**config.mk**
```make
export PLATFORM = sky130hd
export DESIGN_NAME = ordered_array_table_top
export DESIGN_NICKNAME = d
export VERILOG_FILES = /design/src/oat_pkg.sv /design/src/oat_ctrl.sv /design/src/oat_datapath.sv /design/src/ordered_array_table_top.sv
export SDC_FILE = /design/constraint.sdc
export NUM_CORES = 1
export LEC_CHECK = 0
export ABC_CLOCK_PERIOD_IN_PS = 6200
export BUFFER_PORTS_ARGS = -buffer_cell sky130_fd_sc_hd__buf_2
export CELL_PAD_IN_SITES_DETAIL_PLACEMENT = 2
export CELL_PAD_IN_SITES_GLOBAL_PLACEMENT = 2
export CORE_MARGIN = 2
export CORE_UTILIZATION = 40
export CTS_CLUSTER_DIAMETER = 100
export DETAILED_ROUTE_END_ITERATION = 8
export GPL_ROUTABILITY_DRIVEN = 0
export GPL_TIMING_DRIVEN = 1
export PLACE_DENSITY_LB_ADDON = 0.1
export SLEW_MARGIN = 30
export SYNTH_ARGS = -nofsm -noshare
export SYNTH_HDL_FRONTEND = slang
export SYNTH_HIERARCHICAL = 1
export SYNTH_SLANG_ARGS = --single-unit
```
**constraint.sdc**
```tcl
create_clock -name clock -period 6.2 [get_ports clock]
set_clock_uncertainty 0.2 [all_clocks]
set_input_delay 0.31 -clock clock [delete_from_list [all_inputs] [get_ports clock]]
set_output_delay 0.31 -clock clock [all_outputs]
set_load 0.01 [all_outputs]
```
**src/oat_pkg.sv**
```systemverilog
// Shared types and constants for the ordered array table.
// Holds the operation codes and the controller/datapath command and status structs.
// Depends on nothing; every other file refers to it by scoped names.
package oat_pkg;

   localparam int DEPTH      = 16;
   localparam int ENTRY_BITS = 8;

   // Widths fixed by the external interface.
   localparam int OP_BITS    = 2;
   localparam int ELEM_BITS  = 8;
   localparam int POS_BITS   = 5;
   localparam int CAP_BITS   = 5;
   localparam int FOUND_BITS = 4;
   localparam int CNT_BITS   = 5;

   localparam int IDX_BITS   = $clog2(DEPTH);
   localparam int COUNT_BITS = $clog2(DEPTH + 1);
   localparam int WIDE_BITS  = ((COUNT_BITS > CAP_BITS) ? COUNT_BITS : CAP_BITS);
   localparam int CMP_BITS   = ((WIDE_BITS > POS_BITS) ? WIDE_BITS : POS_BITS) + 1;

   localparam logic [CAP_BITS-1:0] CAP_RESET = CAP_BITS'(16);

   typedef enum logic [OP_BITS-1:0] {
      OP_APPEND = 2'd0,
      OP_INSERT = 2'd1,
      OP_DELETE = 2'd2,
      OP_SEARCH = 2'd3
   } op_type;

   typedef enum logic [2:0] {
      PTR_HOLD,
      PTR_COUNT_M1,
      PTR_POS_P1,
      PTR_ZERO,
      PTR_INC,
      PTR_DEC
   } ptr_op_type;

   typedef enum logic [1:0] {
      WA_COUNT,
      WA_PTR,
      WA_PTR_P1,
      WA_PTR_M1
   } wr_addr_type;

   typedef enum logic [1:0] {
      WD_ELEM,
      WD_RDATA,
      WD_PREV
   } wr_data_type;

   typedef struct packed {
      logic        load;
      ptr_op_type  ptr_op;
      logic        wr_en;
      wr_addr_type wr_addr_sel;
      wr_data_type wr_data_sel;
      logic        count_inc;
      logic        count_dec;
      logic        set_ok;
      logic        set_hit;
      logic        prev_load;
      logic        rsp_load;
   } oat_cmd_type;

   typedef struct packed {
      op_type op;
      logic   full;
      logic   pos_le_count;
      logic   pos_lt_count;
      logic   pos_last;
      logic   count_zero;
      logic   ptr_at_pos;
      logic   ptr_last;
      logic   ptr_zero;
      logic   match;
      logic   rsp_free;
   } oat_status_type;

endpackage

```
**src/oat_ctrl.sv**
```systemverilog
// Controller state machine for the ordered array table.
// Sequences append, insert, delete and search over the datapath; uses oat_pkg.
module oat_ctrl (
   input  logic                    clock,
   input  logic                    reset,
   input  logic                    req_valid,
   output logic                    req_stall,
   input  oat_pkg::oat_status_type status,
   output oat_pkg::oat_cmd_type    cmd
);

   typedef enum logic [2:0] {
      ST_IDLE,
      ST_START,
      ST_SHIFT_UP,
      ST_PLACE,
      ST_SHIFT_DOWN,
      ST_SCAN,
      ST_SWAP,
      ST_FINISH
   } state_type;

   state_type state_ff;
   state_type state_in;

   assign req_stall = (state_ff != ST_IDLE);

   always_comb begin
      cmd             = '0;
      cmd.ptr_op      = oat_pkg::PTR_HOLD;
      cmd.wr_addr_sel = oat_pkg::WA_COUNT;
      cmd.wr_data_sel = oat_pkg::WD_ELEM;
      state_in        = state_ff;
      case (state_ff)
         ST_IDLE: begin
            if (req_valid) begin
               cmd.load = 1'b1;
               state_in = ST_START;
            end
         end
         ST_START: begin
            state_in = ST_FINISH;
            case (status.op)
               oat_pkg::OP_APPEND: begin
                  if (!status.full) begin
                     cmd.wr_en     = 1'b1;
                     cmd.count_inc = 1'b1;
                     cmd.set_ok    = 1'b1;
                  end
               end
               oat_pkg::OP_INSERT: begin
                  if (!status.full && status.pos_le_count) begin
                     if (!status.pos_lt_count) begin
                        // Insert at the end is an append.
                        cmd.wr_en     = 1'b1;
                        cmd.count_inc = 1'b1;
                        cmd.set_ok    = 1'b1;
                     end else begin
                        cmd.ptr_op = oat_pkg::PTR_COUNT_M1;
                        state_in   = ST_SHIFT_UP;
                     end
                  end
               end
               oat_pkg::OP_DELETE: begin
                  if (status.pos_lt_count) begin
                     if (status.pos_last) begin
                        cmd.count_dec = 1'b1;
                        cmd.set_ok    = 1'b1;
                     end else begin
                        cmd.ptr_op = oat_pkg::PTR_POS_P1;
                        state_in   = ST_SHIFT_DOWN;
                     end
                  end
               end
               default: begin
                  if (!status.count_zero) begin
                     cmd.ptr_op = oat_pkg::PTR_ZERO;
                     state_in   = ST_SCAN;
                  end
               end
            endcase
         end
         ST_SHIFT_UP: begin
            cmd.wr_en       = 1'b1;
            cmd.wr_addr_sel = oat_pkg::WA_PTR_P1;
            cmd.wr_data_sel = oat_pkg::WD_RDATA;
            if (status.ptr_at_pos) begin
               state_in = ST_PLACE;
            end else begin
               cmd.ptr_op = oat_pkg::PTR_DEC;
            end
         end
         ST_PLACE: begin
            cmd.wr_en       = 1'b1;
            cmd.wr_addr_sel = oat_pkg::WA_PTR;
            cmd.count_inc   = 1'b1;
            cmd.set_ok      = 1'b1;
            state_in        = ST_FINISH;
         end
         ST_SHIFT_DOWN: begin
            cmd.wr_en       = 1'b1;
            cmd.wr_addr_sel = oat_pkg::WA_PTR_M1;
            cmd.wr_data_sel = oat_pkg::WD_RDATA;
            if (status.ptr_last) begin
               cmd.count_dec = 1'b1;
               cmd.set_ok    = 1'b1;
               state_in      = ST_FINISH;
            end else begin
               cmd.ptr_op = oat_pkg::PTR_INC;
            end
         end
         ST_SCAN: begin
            cmd.prev_load = 1'b1;
            if (status.match) begin
               cmd.set_ok  = 1'b1;
               cmd.set_hit = 1'b1;
               if (status.ptr_zero) begin
                  state_in = ST_FINISH;
               end else begin
                  // The entry before the hit moves up into the hit's slot.
                  cmd.wr_en       = 1'b1;
                  cmd.wr_addr_sel = oat_pkg::WA_PTR;
                  cmd.wr_data_sel = oat_pkg::WD_PREV;
                  state_in        = ST_SWAP;
               end
            end else if (status.ptr_last) begin
               state_in = ST_FINISH;
            end else begin
               cmd.ptr_op = oat_pkg::PTR_INC;
            end
         end
         ST_SWAP: begin
            cmd.wr_en       = 1'b1;
            cmd.wr_addr_sel = oat_pkg::WA_PTR_M1;
            state_in        = ST_FINISH;
         end
         ST_FINISH: begin
            if (status.rsp_free) begin
               cmd.rsp_load = 1'b1;
               state_in     = ST_IDLE;
            end
         end
         default: begin
            state_in = ST_IDLE;
         end
      endcase
   end

   always_ff @(posedge clock) begin
      if (reset) begin
         state_ff <= ST_IDLE;
      end else begin
         state_ff <= state_in;
      end
   end

endmodule

```
**src/oat_datapath.sv**
```systemverilog
// Datapath for the ordered array table: entry memory, count, capacity and result register.
// Executes the commands of oat_ctrl and reports status back; uses oat_pkg.
module oat_datapath (
   input  logic                                 clock,
   input  logic                                 reset,
   input  logic [oat_pkg::OP_BITS-1:0]          req_operation,
   input  logic [oat_pkg::ELEM_BITS-1:0]        req_element,
   input  logic [oat_pkg::POS_BITS-1:0]         req_position,
   input  logic                                 csr_wr_en,
   input  logic [oat_pkg::CAP_BITS-1:0]         csr_wr_data,
   output logic                                 rsp_valid,
   input  logic                                 rsp_stall,
   output logic                                 rsp_ok,
   output logic [oat_pkg::FOUND_BITS-1:0]       rsp_found_at,
   output logic [oat_pkg::CNT_BITS-1:0]         rsp_entry_count,
   input  oat_pkg::oat_cmd_type                 cmd,
   output oat_pkg::oat_status_type              status
);

   logic [oat_pkg::ENTRY_BITS-1:0] mem [oat_pkg::DEPTH];

   oat_pkg::op_type                 op_ff;
   logic [oat_pkg::ENTRY_BITS-1:0]  elem_ff;
   logic [oat_pkg::POS_BITS-1:0]    pos_ff;
   logic [oat_pkg::COUNT_BITS-1:0]  count_ff;
   logic [oat_pkg::CAP_BITS-1:0]    capacity_ff;
   logic [oat_pkg::IDX_BITS-1:0]    ptr_ff;
   logic [oat_pkg::IDX_BITS-1:0]    ptr_in;
   logic [oat_pkg::ENTRY_BITS-1:0]  rdata_ff;
   logic [oat_pkg::ENTRY_BITS-1:0]  prev_ff;
   logic                            ok_ff;
   logic [oat_pkg::IDX_BITS-1:0]    hit_ff;
   logic                            rsp_valid_ff;
   logic                            rsp_ok_ff;
   logic [oat_pkg::FOUND_BITS-1:0]  rsp_found_ff;
   logic [oat_pkg::CNT_BITS-1:0]    rsp_count_ff;

   logic [oat_pkg::IDX_BITS-1:0]    wr_addr;
   logic [oat_pkg::ENTRY_BITS-1:0]  wr_data;
   logic [oat_pkg::CMP_BITS-1:0]    cnt_w;
   logic [oat_pkg::CMP_BITS-1:0]    cap_w;
   logic [oat_pkg::CMP_BITS-1:0]    depth_w;
   logic [oat_pkg::CMP_BITS-1:0]    limit_w;
   logic [oat_pkg::CMP_BITS-1:0]    pos_w;
   logic [oat_pkg::CMP_BITS-1:0]    ptr_w;

   assign cnt_w   = oat_pkg::CMP_BITS'(count_ff);
   assign cap_w   = oat_pkg::CMP_BITS'(capacity_ff);
   assign depth_w = oat_pkg::CMP_BITS'(oat_pkg::DEPTH);
   assign limit_w = (cap_w > depth_w) ? depth_w : cap_w;
   assign pos_w   = oat_pkg::CMP_BITS'(pos_ff);
   assign ptr_w   = oat_pkg::CMP_BITS'(ptr_ff);

   always_comb begin
      status              = '0;
      status.op           = op_ff;
      status.full         = (cnt_w >= limit_w);
      status.pos_le_count = (pos_w <= cnt_w);
      status.pos_lt_count = (pos_w < cnt_w);
      status.pos_last     = ((pos_w + oat_pkg::CMP_BITS'(1)) == cnt_w);
      status.count_zero   = (count_ff == '0);
      status.ptr_at_pos   = (ptr_w == pos_w);
      status.ptr_last     = ((ptr_w + oat_pkg::CMP_BITS'(1)) == cnt_w);
      status.ptr_zero     = (ptr_ff == '0);
      status.match        = (rdata_ff == elem_ff);
      status.rsp_free     = !rsp_valid_ff || !rsp_stall;
   end

   always_comb begin
      case (cmd.ptr_op)
         oat_pkg::PTR_COUNT_M1:
            ptr_in = oat_pkg::IDX_BITS'(count_ff - oat_pkg::COUNT_BITS'(1));
         oat_pkg::PTR_POS_P1:
            ptr_in = oat_pkg::IDX_BITS'(pos_ff + oat_pkg::POS_BITS'(1));
         oat_pkg::PTR_ZERO: ptr_in = '0;
         oat_pkg::PTR_INC:  ptr_in = ptr_ff + oat_pkg::IDX_BITS'(1);
         oat_pkg::PTR_DEC:  ptr_in = ptr_ff - oat_pkg::IDX_BITS'(1);
         default:           ptr_in = ptr_ff;
      endcase
   end

   always_comb begin
      case (cmd.wr_addr_sel)
         oat_pkg::WA_PTR:    wr_addr = ptr_ff;
         oat_pkg::WA_PTR_P1: wr_addr = ptr_ff + oat_pkg::IDX_BITS'(1);
         oat_pkg::WA_PTR_M1: wr_addr = ptr_ff - oat_pkg::IDX_BITS'(1);
         default:            wr_addr = oat_pkg::IDX_BITS'(count_ff);
      endcase
   end

   always_comb begin
      case (cmd.wr_data_sel)
         oat_pkg::WD_RDATA: wr_data = rdata_ff;
         oat_pkg::WD_PREV:  wr_data = prev_ff;
         default:           wr_data = elem_ff;
      endcase
   end

   // Single-port-write memory with a registered read. The read follows the
   // next pointer, so rdata_ff holds the entry at ptr_ff as it was before any write in that cycle.
   always_ff @(posedge clock) begin
      if (cmd.wr_en) begin
         mem[wr_addr] <= wr_data;
      end
      rdata_ff <= mem[ptr_in];
   end

   always_ff @(posedge clock) begin
      ptr_ff <= ptr_in;
      if (cmd.load) begin
         op_ff   <= oat_pkg::op_type'(req_operation);
         elem_ff <= oat_pkg::ENTRY_BITS'(req_element);
         pos_ff  <= req_position;
      end
      if (cmd.prev_load) begin
         prev_ff <= rdata_ff;
      end
      if (cmd.set_hit) begin
         hit_ff <= ptr_ff;
      end else if (cmd.load) begin
         hit_ff <= '0;
      end
      if (cmd.rsp_load) begin
         rsp_ok_ff    <= ok_ff;
         rsp_found_ff <= oat_pkg::FOUND_BITS'(hit_ff);
         rsp_count_ff <= oat_pkg::CNT_BITS'(count_ff);
      end
   end

   always_ff @(posedge clock) begin
      if (reset) begin
         count_ff     <= '0;
         capacity_ff  <= oat_pkg::CAP_RESET;
         ok_ff        <= 1'b0;
         rsp_valid_ff <= 1'b0;
      end else begin
         if (csr_wr_en) begin
            capacity_ff <= csr_wr_data;
         end
         if (cmd.count_inc) begin
            count_ff <= count_ff + oat_pkg::COUNT_BITS'(1);
         end else if (cmd.count_dec) begin
            count_ff <= count_ff - oat_pkg::COUNT_BITS'(1);
         end
         if (cmd.set_ok) begin
            ok_ff <= 1'b1;
         end else if (cmd.load) begin
            ok_ff <= 1'b0;
         end
         if (cmd.rsp_load) begin
            rsp_valid_ff <= 1'b1;
         end else if (!rsp_stall) begin
            rsp_valid_ff <= 1'b0;
         end
      end
   end

   assign rsp_valid       = rsp_valid_ff;
   assign rsp_ok          = rsp_ok_ff;
   assign rsp_found_at    = rsp_found_ff;
   assign rsp_entry_count = rsp_count_ff;

   a_count_in_range: assert property (@(posedge clock) disable iff (reset)
      count_ff <= oat_pkg::COUNT_BITS'(oat_pkg::DEPTH))
      else $error("entry count exceeds the table depth");

   a_grow_below_limit: assert property (@(posedge clock) disable iff (reset)
      cmd.count_inc |-> !status.full)
      else $error("list grew past its capacity");

   a_no_result_overwrite: assert property (@(posedge clock) disable iff (reset)
      cmd.rsp_load |-> status.rsp_free)
      else $error("result register overwritten while still pending");

   a_shrink_not_empty: assert property (@(posedge clock) disable iff (reset)
      cmd.count_dec |-> !status.count_zero)
      else $error("delete on an empty list");

   a_hit_reported_ok: assert property (@(posedge clock) disable iff (reset)
      cmd.set_hit |=> ok_ff)
      else $error("search hit recorded without success flag");

endmodule

```
**src/ordered_array_table_top.sv**
```systemverilog
// Sequence: a transaction is accepted while idle, decoded in the start state, and its result
// is loaded into the result register from the finish state once that register is free; in
// between, insert and delete move the entries in turn (insert then places the new entry),
// and search compares entries in turn and swaps a hit one place toward the front.
// Throughput: one at a time; a new request is taken the cycle after the result is loaded.
// Reset: synchronous; count clears to 0 and capacity loads 16, entries are not cleared.
module ordered_array_table_top (
   input  logic                           clock,
   input  logic                           reset,
   input  logic                           req_valid,
   output logic                           req_stall,
   input  logic [oat_pkg::OP_BITS-1:0]    req_operation,
   input  logic [oat_pkg::ELEM_BITS-1:0]  req_element,
   input  logic [oat_pkg::POS_BITS-1:0]   req_position,
   output logic                           rsp_valid,
   input  logic                           rsp_stall,
   output logic                           rsp_ok,
   output logic [oat_pkg::FOUND_BITS-1:0] rsp_found_at,
   output logic [oat_pkg::CNT_BITS-1:0]   rsp_entry_count,
   input  logic                           csr_wr_en,
   input  logic [oat_pkg::CAP_BITS-1:0]   csr_wr_data
);

   oat_pkg::oat_cmd_type    cmd;
   oat_pkg::oat_status_type status;

   oat_ctrl u_ctrl (
      .clock     (clock),
      .reset     (reset),
      .req_valid (req_valid),
      .req_stall (req_stall),
      .status    (status),
      .cmd       (cmd)
   );

   oat_datapath u_datapath (
      .clock           (clock),
      .reset           (reset),
      .req_operation   (req_operation),
      .req_element     (req_element),
      .req_position    (req_position),
      .csr_wr_en       (csr_wr_en),
      .csr_wr_data     (csr_wr_data),
      .rsp_valid       (rsp_valid),
      .rsp_stall       (rsp_stall),
      .rsp_ok          (rsp_ok),
      .rsp_found_at    (rsp_found_at),
      .rsp_entry_count (rsp_entry_count),
      .cmd             (cmd),
      .status          (status)
   );

endmodule

```
; After elaboration in Yosys (flattened, before gate mapping)
; Memories as Yosys holds them, arrays and structs flattened. A register that Yosys moved wholly into a read port is not among the register bits.
; Index checks and enable logic that the tools add are counted.
[op_classes]
n_addsub = 7
multipliers = 0
div_mod_pow = 0
magnitude_cmp = 4
eq_ne = 27
shift = 0
n_mux = 61
bitwise_logic = 0
reduce_logical = 18
[ops]
columns = cell, count
row1 = $mux 3, 11
row2 = $mux 5, 5
row3 = $mux 2, 11
row4 = $pmux 3 s7, 1
row5 = $pmux 4 s5, 1
row6 = $eq 3x3->1 const B, 6
row7 = $pmux 3 s3, 2
row8 = $mux 1, 16
row9 = $pmux 8 s2, 1
row10 = $eq 3x2->1 const B, 4
row11 = $eq 6x5->1, 2
row12 = $pmux 3 s4, 1
row13 = $pmux 4 s3, 1
row14 = $add 4x1->4 const B, 2
row15 = $eq 2x2->1 const B, 4
row16 = $eq 8x8->1, 1
row17 = $mux 4, 2
row18 = $pmux 1 s2, 4
row19 = $pmux 2 s4, 1
row20 = $add 5x1->6 const B, 1
row21 = $eq 2x1->1 const B, 3
row22 = $eq 3x1->1 const B, 2
row23 = $ge 5x6->1, 1
row24 = $ne 2x2->1 const B, 3
row25 = other kinds (24), 31
[word_totals]
regBits = 56
latchBits = 0
ramBits = 128
rom_bits = 0
input_bits = 25
out_inout_bits = 12
wordCells = 132
memories = 1
[mem_list]
columns = memory, depth, word_bits, rd, rd_clocked_by_memory_dff, wr, line
row1 = u_datapath.mem, 16, 8, 1, 1, 1, oat_datapath.sv:20  ; logic [oat_pkg::ENTRY_BITS-1:0] mem [oat_pkg::DEPTH];

; Longest topological paths before layout
; Gate-level depths: netlist (run 1).
[depth]
word_depth = 10
ltp_mapped = 21
ltp_nobuf = 19

; Modules after synthesis
; The synthesis (run 1) kept the hierarchy.
[by_module_without_submodules]
columns = module, instances, cells_each, area_each_um2, seq_area_each_um2
row1 = oat_datapath, 1, 579, 8479.4, 5435.2
row2 = oat_ctrl, 1, 70, 457.9, 60.1

; Worst setup path after synthesis (run 1)
; No wires, ideal clock.
[synth_timing]
kind = reg2reg
from = register u_datapath/count_ff[2] (netlist bit)
to = register u_datapath/rdata_ff[4] (netlist bit), read port of u_datapath.mem
setup_ps = 72
arrival_ps = 3654
required_time_ps = 5928
slack_ps = 2275
path_stages_with_launch = 20
n_path_buf = 3
synth_period_minus_slack_ps = 3925
path_cell_list = dfxtp_1 buf_1 inv_1 ha_1 o21a_1 o21ai_0 nand2b_1 a21oi_1 a31o_2 a32o_1 nand4_1 a21oi_1 buf_4 xor2_1 nor2_1 a21oi_4 buf_2 mux2i_1 mux2i_1 mux2i_1
[synth_rtl]
columns = element, line
row1 = from (decl), oat_datapath.sv:25  ; logic [oat_pkg::COUNT_BITS-1:0] count_ff;
row2 = from (signal assigned), oat_datapath.sv:141  ; count_ff <= count_ff + oat_pkg::COUNT_BITS'(1);
row3 = from (signal assigned), oat_datapath.sv:143  ; count_ff <= count_ff - oat_pkg::COUNT_BITS'(1);
row4 = to (decl), oat_datapath.sv:29  ; logic [oat_pkg::ENTRY_BITS-1:0] rdata_ff;

==> results of run 1 <==
kinds of logic after synthesis:
kind of cell / Yosys count / synth area share, %
buffers and inverters: 54 / 3.46
AO/OA/AOI/OAI: 81 / 6.69
flip-flops: 192 / 61.5
XOR/XNOR: 33 / 3.32
adder cells (fa/ha/maj): 18 / 2.52
AND/OR/NAND/NOR: 145 / 8.41
multiplexers: 126 / 14.1
through the flow:
stage,total power [W],util (%),hold WS [ps]
5_1_grt,0.00642,46.9,58.5
6_report,0.00608,46.9,41.1
4_1_cts,0.00616,46.9,34.2
2_1_floorplan,0.00410,-,178
3_3_place_gp,0.00489,43.1,207
3_5_place_dp,0.00501,43.1,210
state kept, by name (all words and copies together), names as in the netlist, 5 cells and up:
name	cells
u_datapath/capacity_ff	5
u_datapath/pos_ff	5
u_datapath/mem	128
u_datapath/prev_ff	8
u_datapath/rsp_entry_count	5
u_datapath/elem_ff	8
u_datapath/rdata_ff	8
u_datapath/count_ff	5
final cells by class:
| cell class | count | area [sq um] |
|---|---|---|
| Clock buffer | 18 | 429 |
| Timing Repair Buffer | 78 | 576 |
| Tap cell | 280 | 350 |
| Clock inverter | 14 | 183 |
| Fill cell | 2158 | 11600 |
| Multi-Input combinational cell | 403 | 3150 |
| Inverter | 23 | 86.3 |
| Sequential cell | 192 | 5500 |
worst max-delay path by stage:
stage	endpoint	slack, ps
floorplan	u_datapath/rdata_ff[4]	2270
global placement	u_datapath/rdata_ff[2]	910
detailed placement	u_datapath/rdata_ff[3]	740
CTS	u_datapath/rdata_ff[3]	650
global route	u_datapath/rdata_ff[3]	410
finish	u_datapath/rdata_ff[3]	760
critical path: stages, from the launching register on:
cell      delay [ps]
dfxtp_1          700
ha_1             460
nand2_1           90
nor2_1           130
nor3_1            70
a211oi_1         240
a21oi_1           80
nor4_1           430
buf_4            210
a21oi_1           60
a32o_1           500
a21oi_1          340
o211a_4          550
buf_4            390
buf_4            210
mux2i_1          240
mux2i_1          120
mux2i_1          150
mux2i_1           90
routing by layer:
metal,vias to the layer above,GRT usage (%)
met3,29,3.74
met1,2817,24.2
li1,2542,-
met5,-,0
met4,0,6.51
met2,79,37.5
report_power, final:
group / leakage (nW) / internal, W / switching [W]
logic: 1.95 / 0.00117 / 0.00177
clock network: 0.296 / 0.000553 / 0.000559
registers: 1.73 / 0.00182 / 0.000213
total: 3.98 / 0.00354 / 0.00254
cell usage in the layout, fill, tap and decap left out, drive strengths merged, types with 11 or more instances in the layout:
cell type and count:
ha 18, nor2 46, nor2b 12, xnor2 25, edfxtp 165, dlygate4sd3 22, a21oi 21, buf 56
nor3 11, inv 31, clkbuf 18, dfxtp 27, mux2i 126, o21ai 17, nand2 29
synth_stat cells (3+ instances only):
cell and number:
clkbuf_1 9, buf_6 8, mux2i_1 126, buf_2 6, buf_4 6, nand4_1 4
and2_1 6, nor2b_1 12, nand2b_1 7, a22oi_1 8, o21ai_1 3, a21o_1 3
nor3b_1 3, edfxtp_1 165, nand3b_1 6, inv_1 22, nand2_1 28, xor2_1 7
nand3_1 7, dfxtp_1 27, nor2_1 46, a21oi_1 18, ha_1 18, nor3_1 9
o21ai_0 14, xnor2_1 25, a211oi_1 6, o21a_1 4
==> metrics.md, run 1 <==
| Metric | Value |
|---|---|
| Status | finished clean |
| Post-synth top area cell | edfxtp_1 |
| # Max-Cap Violations | 0 |
| DIE HEIGHT | 153 um |
| CTS buffer count | 17 |
| Final WS setup | 757 ps |
| Core area | 21900 sq um |
| Dpl cells | 954 |
| CTS max path bufs | 2 |
| Clock-pin slew on the worst setup and hold paths | approximately 80 ps |
| Crit end category | flop |
| Routed Antenna Nets | 0 |
| Number of cell rows | 54 |
| Critical path arrival | 5550 ps |
| Antenna diodes | 0 |
| WL met3 | 554 um |
| Setup bufs post-CTS | 0 |
| Design Area, Final | 10300 sq um |
| Starting DRT DRC Count | 243 |
| Crit path max fanout | 27 |
| Fin crit period | 5440 ps |
| Total Nets Final | 758 |
| CTS Hold Buffers Added | 22 |
| FF-to-FF setup slack | approximately 760 ps |
| Final Slew Violations | 0 |
| Initial core utilization | 40.8% |
| Routed length per placed instance | 23.1 um |
| Vias in the first global route | between 6000 and 7000 |
| Wirelength, routed | 23300 um |
| Total grt overflow | 0 |
| CTS resizes | 0 |
| Io pins | 37 |
| Fmax | roughly 0.18 GHz |
| Ys async rst share | 0% |
| FF-to-FF path depth | 18 |
| H-tree lvl count | 4 |
| Setup_tns | 0 ps |
| Hold Path Depth | 3 |
| GRT Util Overall | 20.4% |
| Sequential share of the synthesized area | 61.5% |
| Post-place setup slack | 745 ps |
| Initial antenna violation count | 0 |
| DIE WIDTH | 153 um |
| DR WL met2 | approximately 12000 um |
| DP HPWL | roughly 16000 um |
| Dpl cell area | 9430 sq um |
| Final Hold Violating Endpoints | 0 |
| Unrepaired setup endpoints after global routing | no |
| Critical Path RT | 6310 ps |
| Vias | 5467 |
| Routed vias/inst | 5.42 |
| Synth Net Count | slightly below 700 |
| Detailed-route DRC error count | 0 |
| P per Cell Area | 592 nW/um^2 |
| Fin cells | 1008 |
| Startpoint types | flop |
| Library cells used by synthesis | 65 |
| Ratio of cells with drive above 1 in the final layout | between 10 and 15% |
| Skew-Pair Late Insertion Delay | 440 ps |
| Netlist area before placement | 8940 sq um |
| Max VDD drop | 0.344 mV |
| Tcrit/Tclk final | 87.8% |
| Largest cells by area after synthesis | edfxtp_1 (55%), mux2i_1 (14%), dfxtp_1 (6.0%) |
| Area of the die | 23600 sq um |
| Top sig layer | met4 |
| Slew @ Worst Pin | 914 ps |
| Global-route wire length before repair | 36400 um |
| CTS tree | done |
| Seq cells post-synth | 192 |
| DR pass1 iterations | 4 |
| CP Launch Point | u_datapath/ptr_ff[0] |
| Min-delay src | csr_wr_en |
| I/O Buffers | 36 |
| Worst flop-to-flop path startpoint | u_datapath/ptr_ff[0] |
| Syn avg cell area | 13.8 sq um |
| Pin count of the biggest net entering global routing | 28 |
| Main synth FF type | edfxtp_1 |
| Leakage | 3.98 nW |
| Post-synth EDFFs | approximately 170 |
| Synthesized netlist cell count | around 650 |
| Root Buffer | clkbuf_16 |
| Critical path class | reg2reg |
| Clock sink total | 192 |
| Slew margin rel. | 38.9% |
| Hold Crit Class | in2reg |
| Yosys top cell area share | 55.4% |
| DRT met1 WL | 9790 um |
| Reg-to-Reg End | u_datapath/rdata_ff[3] |
| Ys Warns | 6 |
| Worst Hold End | u_datapath/capacity_ff[0] |
| Layout area overhead | 15.0% |
| Setup violations, final | 0 |
No activity file was read; power rests on OpenSTA's default activity.
==> inputs of run 2 (changes only) <==
CORE_UTILIZATION = 48   (was 40)
SLEW_MARGIN = 20   (was 30)
==> metrics.md, run 2 (synthesized netlist as in run 1, its figures left out) <==
| Metric | Value |
|---|---|
| Status | finished clean |
| Fin crit period | 5620 ps |
| Final Slew Violations | 0 |
| Initial antenna violation count | 0 |
| DIE WIDTH | 140 um |
| Crit end category | flop |
| Most frequent cells in the layout | edfxtp_1 (165), mux2i_1 (126), nor2_1 (46), buf_2 (36), nand2_1 (28) |
| Fillers | 1625 |
| Critical path arrival | between 5000 and 6000 ps |
| Total Nets Final | 754 |
| Antenna diodes | 0 |
| Tcrit/Tclk final | 90.7% |
| Slew @ Worst Pin | approximately 1100 ps |
| Slew margin rel. | 27.5% |
| I/O Buffers | 36 |
| DIE HEIGHT | 140 um |
| Vias in the first global route | 6283 |
| Routed vias/inst | 5.83 |
| Largest Register | u_datapath/mem |
| Unrepaired setup endpoints after global routing | no |
| CTS tree | done |
| Initial core utilization | 49.4% |
| Ratio of cells with drive above 1 in the final layout | 14.1% |
| Root Buffer | clkbuf_16 |
| Vias | 5560 |
| Area of the die | between 15000 and 20000 sq um |
| Final Hold Violating Endpoints | 0 |
| Total grt overflow | 0 |
| Crit path max fanout | 43 |
| Wirelength, routed | between 20000 and 25000 um |
| Starting DRT DRC Count | approximately 360 |
| Global-route wire length before repair | ~38000 um |
| Commonest non-fill, non-tap cell in the layout | edfxtp_1 |
| Pin count of the biggest net entering global routing | 44 |
| Storage cell area | 5500 sq um |
| P per Cell Area | approximately 590 nW/um^2 |
| Setup_tns | 0 ps |
| Critical path class | reg2reg |
| Hold Crit Class | in2reg |
| Io pins | 37 |
| Worst hold slack | approximately 55 ps |
| Routed Antenna Nets | 0 |
| DR pass1 iterations | 4 |
| Leakage | 3.93 nW |
| Core area | 18100 sq um |
| Fmax | ~0.18 GHz |
| CTS buffer count | 17 |
| Routed length per placed instance | 25.8 um |
| Number of flip-flops under the largest register name | 128 |
| Clock-pin slew on the worst setup and hold paths | 80 ps |
| Detailed-route DRC error count | 0 |
| # Max-Cap Violations | 0 |
| Clock sink total | 192 |
| GRT Util Overall | 26.0% |
| CTS max path bufs | 2 |
| DP HPWL | about 16000 um |
| Number of cell rows | 49 |
| Skew-Pair Late Insertion Delay | roughly 440 ps |
| Startpoint types | flop |
| Critical Path RT | 6310 ps |
| Setup bufs post-CTS | 0 |
| Multi-input logic area | ~3100 sq um |
| Max VDD drop | 0.316 mV |
| H-tree lvl count | 4 |
| Setup violations, final | 0 |
| Layout area overhead | 13.4% |
run 2: where the power goes:
| group | internal, W | switching (W) |
|---|---|---|
| combinational | 0.00115 | 0.00175 |
| sequential | 0.00182 | 0.000209 |
| clock | 0.000537 | 0.000543 |
run 2: worst paths after layout:
| path | startpoint | endpoint | slack [ps] | cells past startpoint |
|---|---|---|---|---|
| worst max register to register | u_datapath/count_ff[2] | u_datapath/rdata_ff[5] | 580 | 19 |
| worst max-delay path | u_datapath/count_ff[2] | u_datapath/rdata_ff[5] | 580 | 19 |
| worst min-delay path | csr_wr_en | u_datapath/capacity_ff[0] | 50 | 3 |
| worst min register to register | u_datapath/hit_ff[2] | u_datapath/rsp_found_at[2] | 230 | 0 |
run 2: area by class of cell:
class                      instances  area share, %
clock buffer                      18           4.24
clock inverter                    14           1.41
inverter                          23          0.852
multi-input combinational        403           31.1
sequential                       192           54.2
tap                              229           2.83
timing repair buffer              74           5.38
run 2: critical path, stage by stage, from the launching register on:
cell and delay [ps]:
dfxtp_1 710, inv_1 240, ha_1 360, o21a_1 120
o21ai_0 170, nand2b_1 90, a21oi_1 460, a31o_2 240
a32o_1 190, nand4_1 140, a21oi_1 230, buf_4 250
nor3_1 80, a21oi_1 310, o211a_4 400, buf_12 340
mux2i_1 310, mux2i_1 130, mux2i_1 360, mux2i_1 130
run 2: what timing repair did:
action | CTS | global route
gates resized for setup | 0 | 0
hold buffers | 22 | 0
endpoints found under the hold margin | 21 | 0
run 2: per-layer routing:
layer  track usage (%)  up-vias  wire (um)
li1                  -     2542          -
met5                 0        -          0
met1              30.4     2890       9960
met3              4.48       31        602
met4              8.79        0        563
met2              48.3       97      13400
run 2: per-stage QoR:
step | total power [W] | setup slack [ps] | utilization, % | cells | area (sq um)
4_1_cts | 0.00605 | 608 | 56.0 | 953 | 10100
5_1_grt | 0.00630 | 241 | 56.0 | 953 | 10100
3_5_place_dp | 0.00487 | 849 | 51.6 | 899 | 9340
2_1_floorplan | 0.00410 | 2270 | - | 649 | 8940
6_report | 0.00600 | 576 | 56.0 | 953 | 10100
3_3_place_gp | 0.00466 | 1250 | 51.6 | 899 | 9340
